===== src/sv/sps_pkg.sv =====
// ----------------------------------------------------------------------------
// sps_pkg
// Types and constants for the spray pulse sequencer: the payload structures,
// the phase codes, the configuration register indexes and their reset values.
// ----------------------------------------------------------------------------
package sps_pkg;

    localparam int unsigned ClockWidth = 32;
    localparam int unsigned MsWidth    = 16;
    localparam int unsigned CountWidth = 4;
    localparam int unsigned CfgIdxWidth = 4;

    typedef struct packed {
        logic [MsWidth-1:0]    elapsed_ms;
        logic                  run_step;
        logic                  cancel;
        logic [CountWidth-1:0] pulses_wanted;
    } spray_in_t;

    typedef struct packed {
        logic motor_a;
        logic motor_b;
        logic done_res;
        logic busy_res;
    } spray_out_t;

    typedef enum logic [2:0] {
        PH_FWD_START = 3'd0,
        PH_FWD       = 3'd1,
        PH_BRAKE     = 3'd2,
        PH_REV       = 3'd3,
        PH_REST      = 3'd4
    } phase_t;

    typedef enum logic [CfgIdxWidth-1:0] {
        CFG_ON_MS      = 4'd0,
        CFG_PAUSE1_MS  = 4'd1,
        CFG_REVERSE_MS = 4'd2,
        CFG_PAUSE2_MS  = 4'd3
    } cfg_index_t;

    localparam logic [MsWidth-1:0] OnMsReset      = 16'd300;
    localparam logic [MsWidth-1:0] Pause1MsReset  = 16'd200;
    localparam logic [MsWidth-1:0] ReverseMsReset = 16'd300;
    localparam logic [MsWidth-1:0] Pause2MsReset  = 16'd1000;

    localparam logic [1:0] DriveOff     = 2'b00;
    localparam logic [1:0] DriveForward = 2'b01;
    localparam logic [1:0] DriveReverse = 2'b10;

endpackage


===== src/sv/spray_pulse_sequencer.sv =====
// ----------------------------------------------------------------------------
// spray_pulse_sequencer
// H-bridge sequencer for a spray actuator: forward drive, brake, reverse
// drive and rest between pulses, timed against a millisecond clock.
// ----------------------------------------------------------------------------
//  channel  | ports                              | payload
//  ---------+------------------------------------+---------------------------
//  input    | s_valid, s_ready, s_data           | sps_pkg::spray_in_t
//  result   | m_valid, m_ready, m_data           | sps_pkg::spray_out_t
//  config   | cfg_valid, cfg_ready, cfg_index,   | 16-bit register value
//           | cfg_data                           |
//
// One transaction per cycle is sustained while m_ready does not stall the result;
// a result is presented on m_valid after its input passes the input register,
// then the result register. The rate is set by the state update of the sequencer.
// Reset is synchronous and active low; it restores the idle state and the
// default timings. A stalled result holds the result register, and the input
// register keeps accepting until it is full as well.
// ----------------------------------------------------------------------------
module spray_pulse_sequencer (
    input  logic                                aclk,
    input  logic                                aresetn,
    input  logic                                s_valid,
    output logic                                s_ready,
    input  sps_pkg::spray_in_t                  s_data,
    output logic                                m_valid,
    input  logic                                m_ready,
    output sps_pkg::spray_out_t                 m_data,
    input  logic                                cfg_valid,
    output logic                                cfg_ready,
    input  logic [sps_pkg::CfgIdxWidth-1:0]     cfg_index,
    input  logic [sps_pkg::MsWidth-1:0]         cfg_data
);

    logic [sps_pkg::MsWidth-1:0]    on_ms_reg;
    logic [sps_pkg::MsWidth-1:0]    pause1_ms_reg;
    logic [sps_pkg::MsWidth-1:0]    reverse_ms_reg;
    logic [sps_pkg::MsWidth-1:0]    pause2_ms_reg;

    logic                           in_valid_reg;
    sps_pkg::spray_in_t             in_data_reg;
    logic                           out_valid_reg;
    sps_pkg::spray_out_t            out_data_reg;
    sps_pkg::spray_out_t            out_data_next;

    sps_pkg::phase_t                phase_reg;
    sps_pkg::phase_t                phase_next;
    logic [sps_pkg::CountWidth-1:0] pulse_index_reg;
    logic [sps_pkg::CountWidth-1:0] pulse_index_next;
    logic [sps_pkg::CountWidth-1:0] pulse_target_reg;
    logic [sps_pkg::CountWidth-1:0] pulse_target_next;
    logic                           active_reg;
    logic                           active_next;
    logic [sps_pkg::ClockWidth-1:0] clock_now_reg;
    logic [sps_pkg::ClockWidth-1:0] clock_now_next;
    logic [sps_pkg::ClockWidth-1:0] phase_mark_reg;
    logic [sps_pkg::ClockWidth-1:0] phase_mark_next;
    logic [1:0]                     drive_reg;
    logic [1:0]                     drive_next;

    logic                           advance;
    logic                           done;
    logic                           expired;
    logic [sps_pkg::MsWidth-1:0]    span;
    logic [sps_pkg::ClockWidth-1:0] since_mark;

    assign cfg_ready = 1'b1;
    assign advance   = in_valid_reg && (!out_valid_reg || m_ready);
    assign s_ready   = !in_valid_reg || advance;
    assign m_valid   = out_valid_reg;
    assign m_data    = out_data_reg;

    always_ff @(posedge aclk) begin
        if (!aresetn) begin
            on_ms_reg      <= sps_pkg::OnMsReset;
            pause1_ms_reg  <= sps_pkg::Pause1MsReset;
            reverse_ms_reg <= sps_pkg::ReverseMsReset;
            pause2_ms_reg  <= sps_pkg::Pause2MsReset;
        end else if (cfg_valid && cfg_ready) begin
            case (cfg_index)
                sps_pkg::CFG_ON_MS:      on_ms_reg      <= cfg_data;
                sps_pkg::CFG_PAUSE1_MS:  pause1_ms_reg  <= cfg_data;
                sps_pkg::CFG_REVERSE_MS: reverse_ms_reg <= cfg_data;
                sps_pkg::CFG_PAUSE2_MS:  pause2_ms_reg  <= cfg_data;
                default: ;
            endcase
        end
    end

    always_ff @(posedge aclk) begin
        if (!aresetn) begin
            in_valid_reg <= 1'b0;
        end else if (s_ready) begin
            in_valid_reg <= s_valid;
        end
    end

    always_ff @(posedge aclk) begin
        if (s_valid && s_ready) begin
            in_data_reg <= s_data;
        end
    end

    always_comb begin
        case (phase_reg)
            sps_pkg::PH_FWD:   span = on_ms_reg;
            sps_pkg::PH_BRAKE: span = pause1_ms_reg;
            sps_pkg::PH_REV:   span = reverse_ms_reg;
            sps_pkg::PH_REST:  span = pause2_ms_reg;
            default:           span = '0;
        endcase
    end

    assign clock_now_next = clock_now_reg
                          + {{(sps_pkg::ClockWidth-sps_pkg::MsWidth){1'b0}},
                             in_data_reg.elapsed_ms};
    assign since_mark     = clock_now_next - phase_mark_reg;
    assign expired        = since_mark
                          >= {{(sps_pkg::ClockWidth-sps_pkg::MsWidth){1'b0}}, span};

    always_comb begin
        phase_next        = phase_reg;
        pulse_index_next  = pulse_index_reg;
        pulse_target_next = pulse_target_reg;
        active_next       = active_reg;
        phase_mark_next   = phase_mark_reg;
        drive_next        = drive_reg;
        done              = 1'b0;
        if (in_data_reg.cancel) begin
            phase_next       = sps_pkg::PH_FWD_START;
            pulse_index_next = '0;
            active_next      = 1'b0;
            phase_mark_next  = '0;
            drive_next       = sps_pkg::DriveOff;
        end else if (in_data_reg.run_step) begin
            if (!active_reg) begin
                active_next       = 1'b1;
                pulse_target_next = (in_data_reg.pulses_wanted == '0)
                                  ? sps_pkg::CountWidth'(1) : in_data_reg.pulses_wanted;
            end
            case (phase_reg)
                sps_pkg::PH_FWD: begin
                    if (expired) begin
                        phase_next      = sps_pkg::PH_BRAKE;
                        phase_mark_next = clock_now_next;
                        drive_next      = sps_pkg::DriveOff;
                    end
                end
                sps_pkg::PH_BRAKE: begin
                    if (expired) begin
                        phase_next      = sps_pkg::PH_REV;
                        phase_mark_next = clock_now_next;
                        drive_next      = sps_pkg::DriveReverse;
                    end
                end
                sps_pkg::PH_REV: begin
                    if (expired) begin
                        drive_next = sps_pkg::DriveOff;
                        if ({1'b0, pulse_index_reg} + 5'd1 < {1'b0, pulse_target_next}) begin
                            phase_next      = sps_pkg::PH_REST;
                            phase_mark_next = clock_now_next;
                        end else begin
                            phase_next       = sps_pkg::PH_FWD_START;
                            pulse_index_next = '0;
                            active_next      = 1'b0;
                            phase_mark_next  = '0;
                            done             = 1'b1;
                        end
                    end
                end
                sps_pkg::PH_REST: begin
                    if (expired) begin
                        pulse_index_next = pulse_index_reg + sps_pkg::CountWidth'(1);
                        phase_next       = sps_pkg::PH_FWD_START;
                        phase_mark_next  = clock_now_next;
                    end
                end
                default: begin
                    phase_next      = sps_pkg::PH_FWD;
                    phase_mark_next = clock_now_next;
                    drive_next      = sps_pkg::DriveForward;
                end
            endcase
        end
    end

    always_comb begin
        out_data_next.motor_a  = drive_next[0];
        out_data_next.motor_b  = drive_next[1];
        out_data_next.done_res = done;
        out_data_next.busy_res = active_next;
    end

    always_ff @(posedge aclk) begin
        if (!aresetn) begin
            phase_reg        <= sps_pkg::PH_FWD_START;
            pulse_index_reg  <= '0;
            pulse_target_reg <= '0;
            active_reg       <= 1'b0;
            clock_now_reg    <= '0;
            phase_mark_reg   <= '0;
            drive_reg        <= sps_pkg::DriveOff;
        end else if (advance) begin
            phase_reg        <= phase_next;
            pulse_index_reg  <= pulse_index_next;
            pulse_target_reg <= pulse_target_next;
            active_reg       <= active_next;
            clock_now_reg    <= clock_now_next;
            phase_mark_reg   <= phase_mark_next;
            drive_reg        <= drive_next;
        end
    end

    always_ff @(posedge aclk) begin
        if (!aresetn) begin
            out_valid_reg <= 1'b0;
        end else if (advance) begin
            out_valid_reg <= 1'b1;
        end else if (m_ready) begin
            out_valid_reg <= 1'b0;
        end
    end

    always_ff @(posedge aclk) begin
        if (advance) begin
            out_data_reg <= out_data_next;
        end
    end

`ifndef SYNTHESIS
    a_done_not_busy: assert property (@(posedge aclk) disable iff (!aresetn)
        m_valid && m_data.done_res |-> !m_data.busy_res)
        else $error("done reported while still busy");

    a_no_shoot_through: assert property (@(posedge aclk) disable iff (!aresetn)
        !(drive_reg[0] && drive_reg[1]))
        else $error("both bridge inputs driven high");

    a_idle_state: assert property (@(posedge aclk) disable iff (!aresetn)
        !active_reg |-> phase_reg == sps_pkg::PH_FWD_START && pulse_index_reg == '0)
        else $error("idle sequencer holds a stale phase or pulse index");

    a_index_in_range: assert property (@(posedge aclk) disable iff (!aresetn)
        active_reg |-> pulse_index_reg < pulse_target_reg)
        else $error("pulse index reached the pulse target while active");
`endif

endmodule

===== config.mk =====
export PLATFORM = sky130hd
export DESIGN_NAME = spray_pulse_sequencer
export DESIGN_NICKNAME = d
export VERILOG_FILES = /design/src/sv/sps_pkg.sv /design/src/sv/spray_pulse_sequencer.sv
export SDC_FILE = /design/constraint.sdc
export NUM_CORES = 1
export LEC_CHECK = 0
export BUFFER_PORTS_ARGS = -buffer_cell sky130_fd_sc_hd__clkbuf_2
export CAP_MARGIN = 10
export CORE_MARGIN = 5
export CORE_UTILIZATION = 49
export DETAILED_ROUTE_END_ITERATION = 8
export GPL_TIMING_DRIVEN = 0
export PLACE_DENSITY = 0.68
export SLEW_MARGIN = 25
export SYNTH_ARGS = -nofsm -noshare
export SYNTH_HDL_FRONTEND = slang
export SYNTH_SLANG_ARGS = --single-unit
export TNS_END_PERCENT = 1

===== constraint.sdc =====
create_clock -name aclk -period 8.75 [get_ports aclk]
set_input_delay 1.3125 -clock aclk [delete_from_list [all_inputs] [get_ports aclk]]
set_output_delay 1.3125 -clock aclk [all_outputs]
set_load 0.005 [all_outputs]

==> key figures <==
Synthesis
  – Biggest area consumer among synthesized cells: dfxtp_1
  – Post-synthesis compound-gate area fraction: 0.231
  – Seq cells post-synth: 170
  – Yosys warning count: 0
  – Post-Syn Instances: 1277
  – Xor/xnor cell area share of the yosys netlist: 0.0481
  – Ranking of synthesized cells by area: dfxtp_1 27%, ha_1 7.9%, nand2_1 7.6%
  – Post-synth EDFFs: 26
  – Distinct cells, synth: 73
  – Sequential fraction of the synthesis area: 0.347
  – Yosys top cell area share: 0.273
  – Mapped Avg Cell Area: 8.26 um^2
  – Post-synth ARST share: 0
  – Largest family of logic cells by synthesized area: compound AO/OA/AOI/OAI gates
  – Top_reg_cell synth: dfxtp_1
  – Post-synth net total: 1393
  – Post-synthesis mux area share: 0.0153
  – Mapped Area: 0.0106 mm^2
  – Simple-Gate Fraction of Synth Area: 0.226
  – Post-Synth Adder-Cell Area: 0.0832

Clock network
  – Setup bufs post-CTS: 0
  – Clk_lat worst skew: 0.44 ns
  – CTS tree: yes
  – Post-CTS Hold Buffers: 0
  – Post-CTS Resized: 0
  – Clock Path Buffers: 2
  – CTS root buf: clkbuf_16
  – Clk slew on worst S/H paths: 0.07 ns
  – CTS H-Tree Depth: 4
  – CTS Buf Count: 17
  – CTS Sinks: 170

STA
  – RSZ-0062 raised after global routing: no
  – Worst slew margin: 0.334
  – Post-route setup slack: 1.18 ns
  – Final setup vio count: 0
  – Max Slew Vio Count: 0
  – WHS: 0.464 ns
  – Worst-margin pin slew: 0.995 ns
  – Final period utilization: 0.865
  – Fmax: 0.132 GHz
  – Tmin final: 7.57 ns
  – Final-report hold violation count: 0
  – Setup Skew: 0.0175 ns
  – Setup total negative slack: 0 ns

Final layout
  – Final Net Count: 1464
  – Layout cells sized above 1: 0.0904
  – Synth-to-layout area growth: 11.4%
  – Diodes inserted: 0
  – Post-Layout Cell Count: 1636

Global routing
  – GRT Max-Usage Layer: met2
  – M3 GR Usage: 0.0332
  – Vias in the first global route: 9087
  – Grt met1 use: 0.305
  – Initial antenna violation count: 0
  – First-pass GRT wire length: 45800 um
  – Largest net degree at the start of global routing: 23
  – Total Routing Usage GR: 0.230
  – Met2 Resource Use GR: 0.399
  – GRT overflow: 0

Die
  – Die ar.: 0.0246 mm^2
  – I/O Pins: 54
  – Initial Util: 0.500
  – Core area: 0.0211 mm^2
  – FP Rows: 53
  – Die Y: 157 um
  – Die width: 157 um

Pwr
  – Leak: 4.65 nW
  – Clock Power Share: 0.346
  – Logic pwr share: 0.268
  – Power Dens Cells: 182 mW/mm^2
  – Post-route total power: 2.14 mW
  – Reg power frac: 0.386
  – Worst vdd ir: 0.000125 V
  – Switching part of the total: 0.332
  – Psw: 0.711 mW
  – Internal power: 1.43 mW

Worst setup path
  – CP bufs+invs: 2
  – CP max FO: 8
  – CP Class: reg2reg
  – Worst Path Arrival: 7.81 ns
  – CP endpoint kind: flop
  – CP peak stage delay: 0.83 ns
  – Required time of the critical path: 8.99 ns
  – Startpoint types: flop
  – Slowest CP cell: nor4b_2
  – CP delay by family, top: compound AO/OA/AOI/OAI gates

Run status
  – Status: finished clean

Route
  – Residual DRC: 0
  – DRT iter0 DRCs: 808
  – Post-detailed-route via-to-cell ratio: 5.76
  – First-pass DRT Iterations: 5
  – Vias: 9424
  – Routed len/inst: 17.0 um
  – Post-Route WL: 27800 um
  – ANT nets after route: 0

Place
  – Placed Cells: 1604
  – Post-DP HPWL: 21200 um
  – DP Worst Slack: 1.31 ns
  – Port buffer count: 51
  – Routability Congestion: 0.894

Hold path
  – Worst hold path class: reg2reg

Flow run
  – Max-cap viol count: 0
power by group through the flow:
stage | logic (mW) | clock network, mW | registers [mW]
3_3_place_gp | 0.558 | 0 | 0.844
4_1_cts | 0.571 | 0.750 | 0.827
5_1_grt | 0.639 | 0.787 | 0.829
2_1_floorplan | 0.425 | 0 | 0.841
6_report | 0.574 | 0.741 | 0.827
3_5_place_dp | 0.566 | 0 | 0.845
through the flow:
step,utilization,cell area [um^2]
finish,0.557,11800
global route,0.557,11800
CTS,0.557,11800
detailed placement,0.529,11200
global placement,0.529,11200
floorplan,-,10600
synthesized netlist by cell type, types with 9 or more instances:
cell type and n:
mux2i_1 15, a21boi_1 24, nor3_1 17, xor2_1 16, a21boi_0 67, nor2_1 59, buf_2 10, a21o_1 22
clkbuf_1 50, nand2_1 213, nand2b_1 37, ha_1 67, nand3_1 65, edfxtp_1 26, a221oi_1 15, a22o_1 17
o21a_1 9, a21oi_1 52, and3_1 9, nand4_1 17, and2_1 22, inv_1 53, nor2b_1 18, xnor2_1 42
or3_1 16, a211oi_1 10, dfxtp_1 144, o211ai_1 13, o21ai_0 47
cells in the final DEF, fill, tap and decap left out, drive strengths merged, types with 5 or more instances in the layout:
| master | Yosys | final |
|---|---|---|
| and4 | 6 | 6 |
| nand4 | 17 | 17 |
| or3 | 16 | 16 |
| and2 | 22 | 22 |
| nor2 | 59 | 59 |
| nand3 | 65 | 65 |
| a211oi | 13 | 13 |
| buf | 17 | 18 |
| o211ai | 13 | 13 |
| o21a | 9 | 9 |
| nor2b | 18 | 18 |
| ha | 67 | 67 |
| o2111ai | 5 | 5 |
| nand2b | 37 | 37 |
| mux2i | 15 | 15 |
| nor4 | 5 | 5 |
| a21o | 22 | 22 |
| clkinv | 0 | 9 |
| a21boi | 91 | 91 |
| and3 | 9 | 9 |
| a221oi | 15 | 15 |
| o211a | 6 | 6 |
| a21oi | 55 | 55 |
| nand2 | 215 | 215 |
| nor3 | 17 | 17 |
| clkbuf | 52 | 120 |
| edfxtp | 26 | 26 |
| xnor2 | 42 | 42 |
| a22o | 17 | 17 |
| a31oi | 6 | 6 |
| inv | 53 | 57 |
| dfxtp | 144 | 144 |
| xor2 | 16 | 16 |
| o21ai | 53 | 53 |
cell families after synthesis:
group           Yosys count
fa+ha+maj                69
simple gates            499
flops                   170
buf+inv                 122
xor+xnor                 58
mux                      16
compound gates          342
other cells               1
final timing paths:
kind	endpoint	start	cells past startpoint	slack (ns)
worst min register to register	phase_mark_reg[20]$_SDFFE_PN0P_	phase_mark_reg[20]$_SDFFE_PN0P_	2	0.46
worst max-delay path	m_data[2]$_DFFE_PP_	in_data_reg[6]$_DFFE_PP_	27	1.18
worst min-delay path	phase_mark_reg[20]$_SDFFE_PN0P_	phase_mark_reg[20]$_SDFFE_PN0P_	2	0.46
worst max register to register	m_data[2]$_DFFE_PP_	in_data_reg[6]$_DFFE_PP_	27	1.18
layer usage:
layer,share of wire,wire length [um],vias to the layer above
met5,0,0,-
met4,0.012,320,0
met3,0.042,1160,29
met2,0.49,13600,223
met1,0.46,12700,4487
li1,-,-,4685
cell type report:
cell class	instances	area (um^2)
fillers	1977	9340
multi-input cells	985	6380
flip-flops and latches	170	3660
clock buffers	17	425
well taps	275	344
plain buffers	69	315
repair buffers	52	263
inverters	53	199
clock inverters	15	160
worst reg2reg max path: stages, from the launching register on:
cell and delay (ns):
edfxtp_1 0.38, ha_1 0.25, fa_1 0.41, a21o_1 0.21, a21oi_1 0.22, nor2b_1 0.11, o221a_2 0.26, a211o_1 0.37
a21o_1 0.20, a21oi_1 0.18, xor2_1 0.33, inv_1 0.08, ha_1 0.29, buf_2 0.18, nand2_1 0.07, o21ai_1 0.40
a21oi_1 0.11, xnor2_1 0.16, ha_1 0.33, a2111oi_0 0.37, o2111ai_1 0.16, a2111o_1 0.42, a211oi_2 0.17, nand4bb_1 0.22
nor4b_2 0.83, nand3_1 0.14, and3_1 0.23, a211oi_1 0.29
No activity file was read; power rests on OpenSTA's default activity.
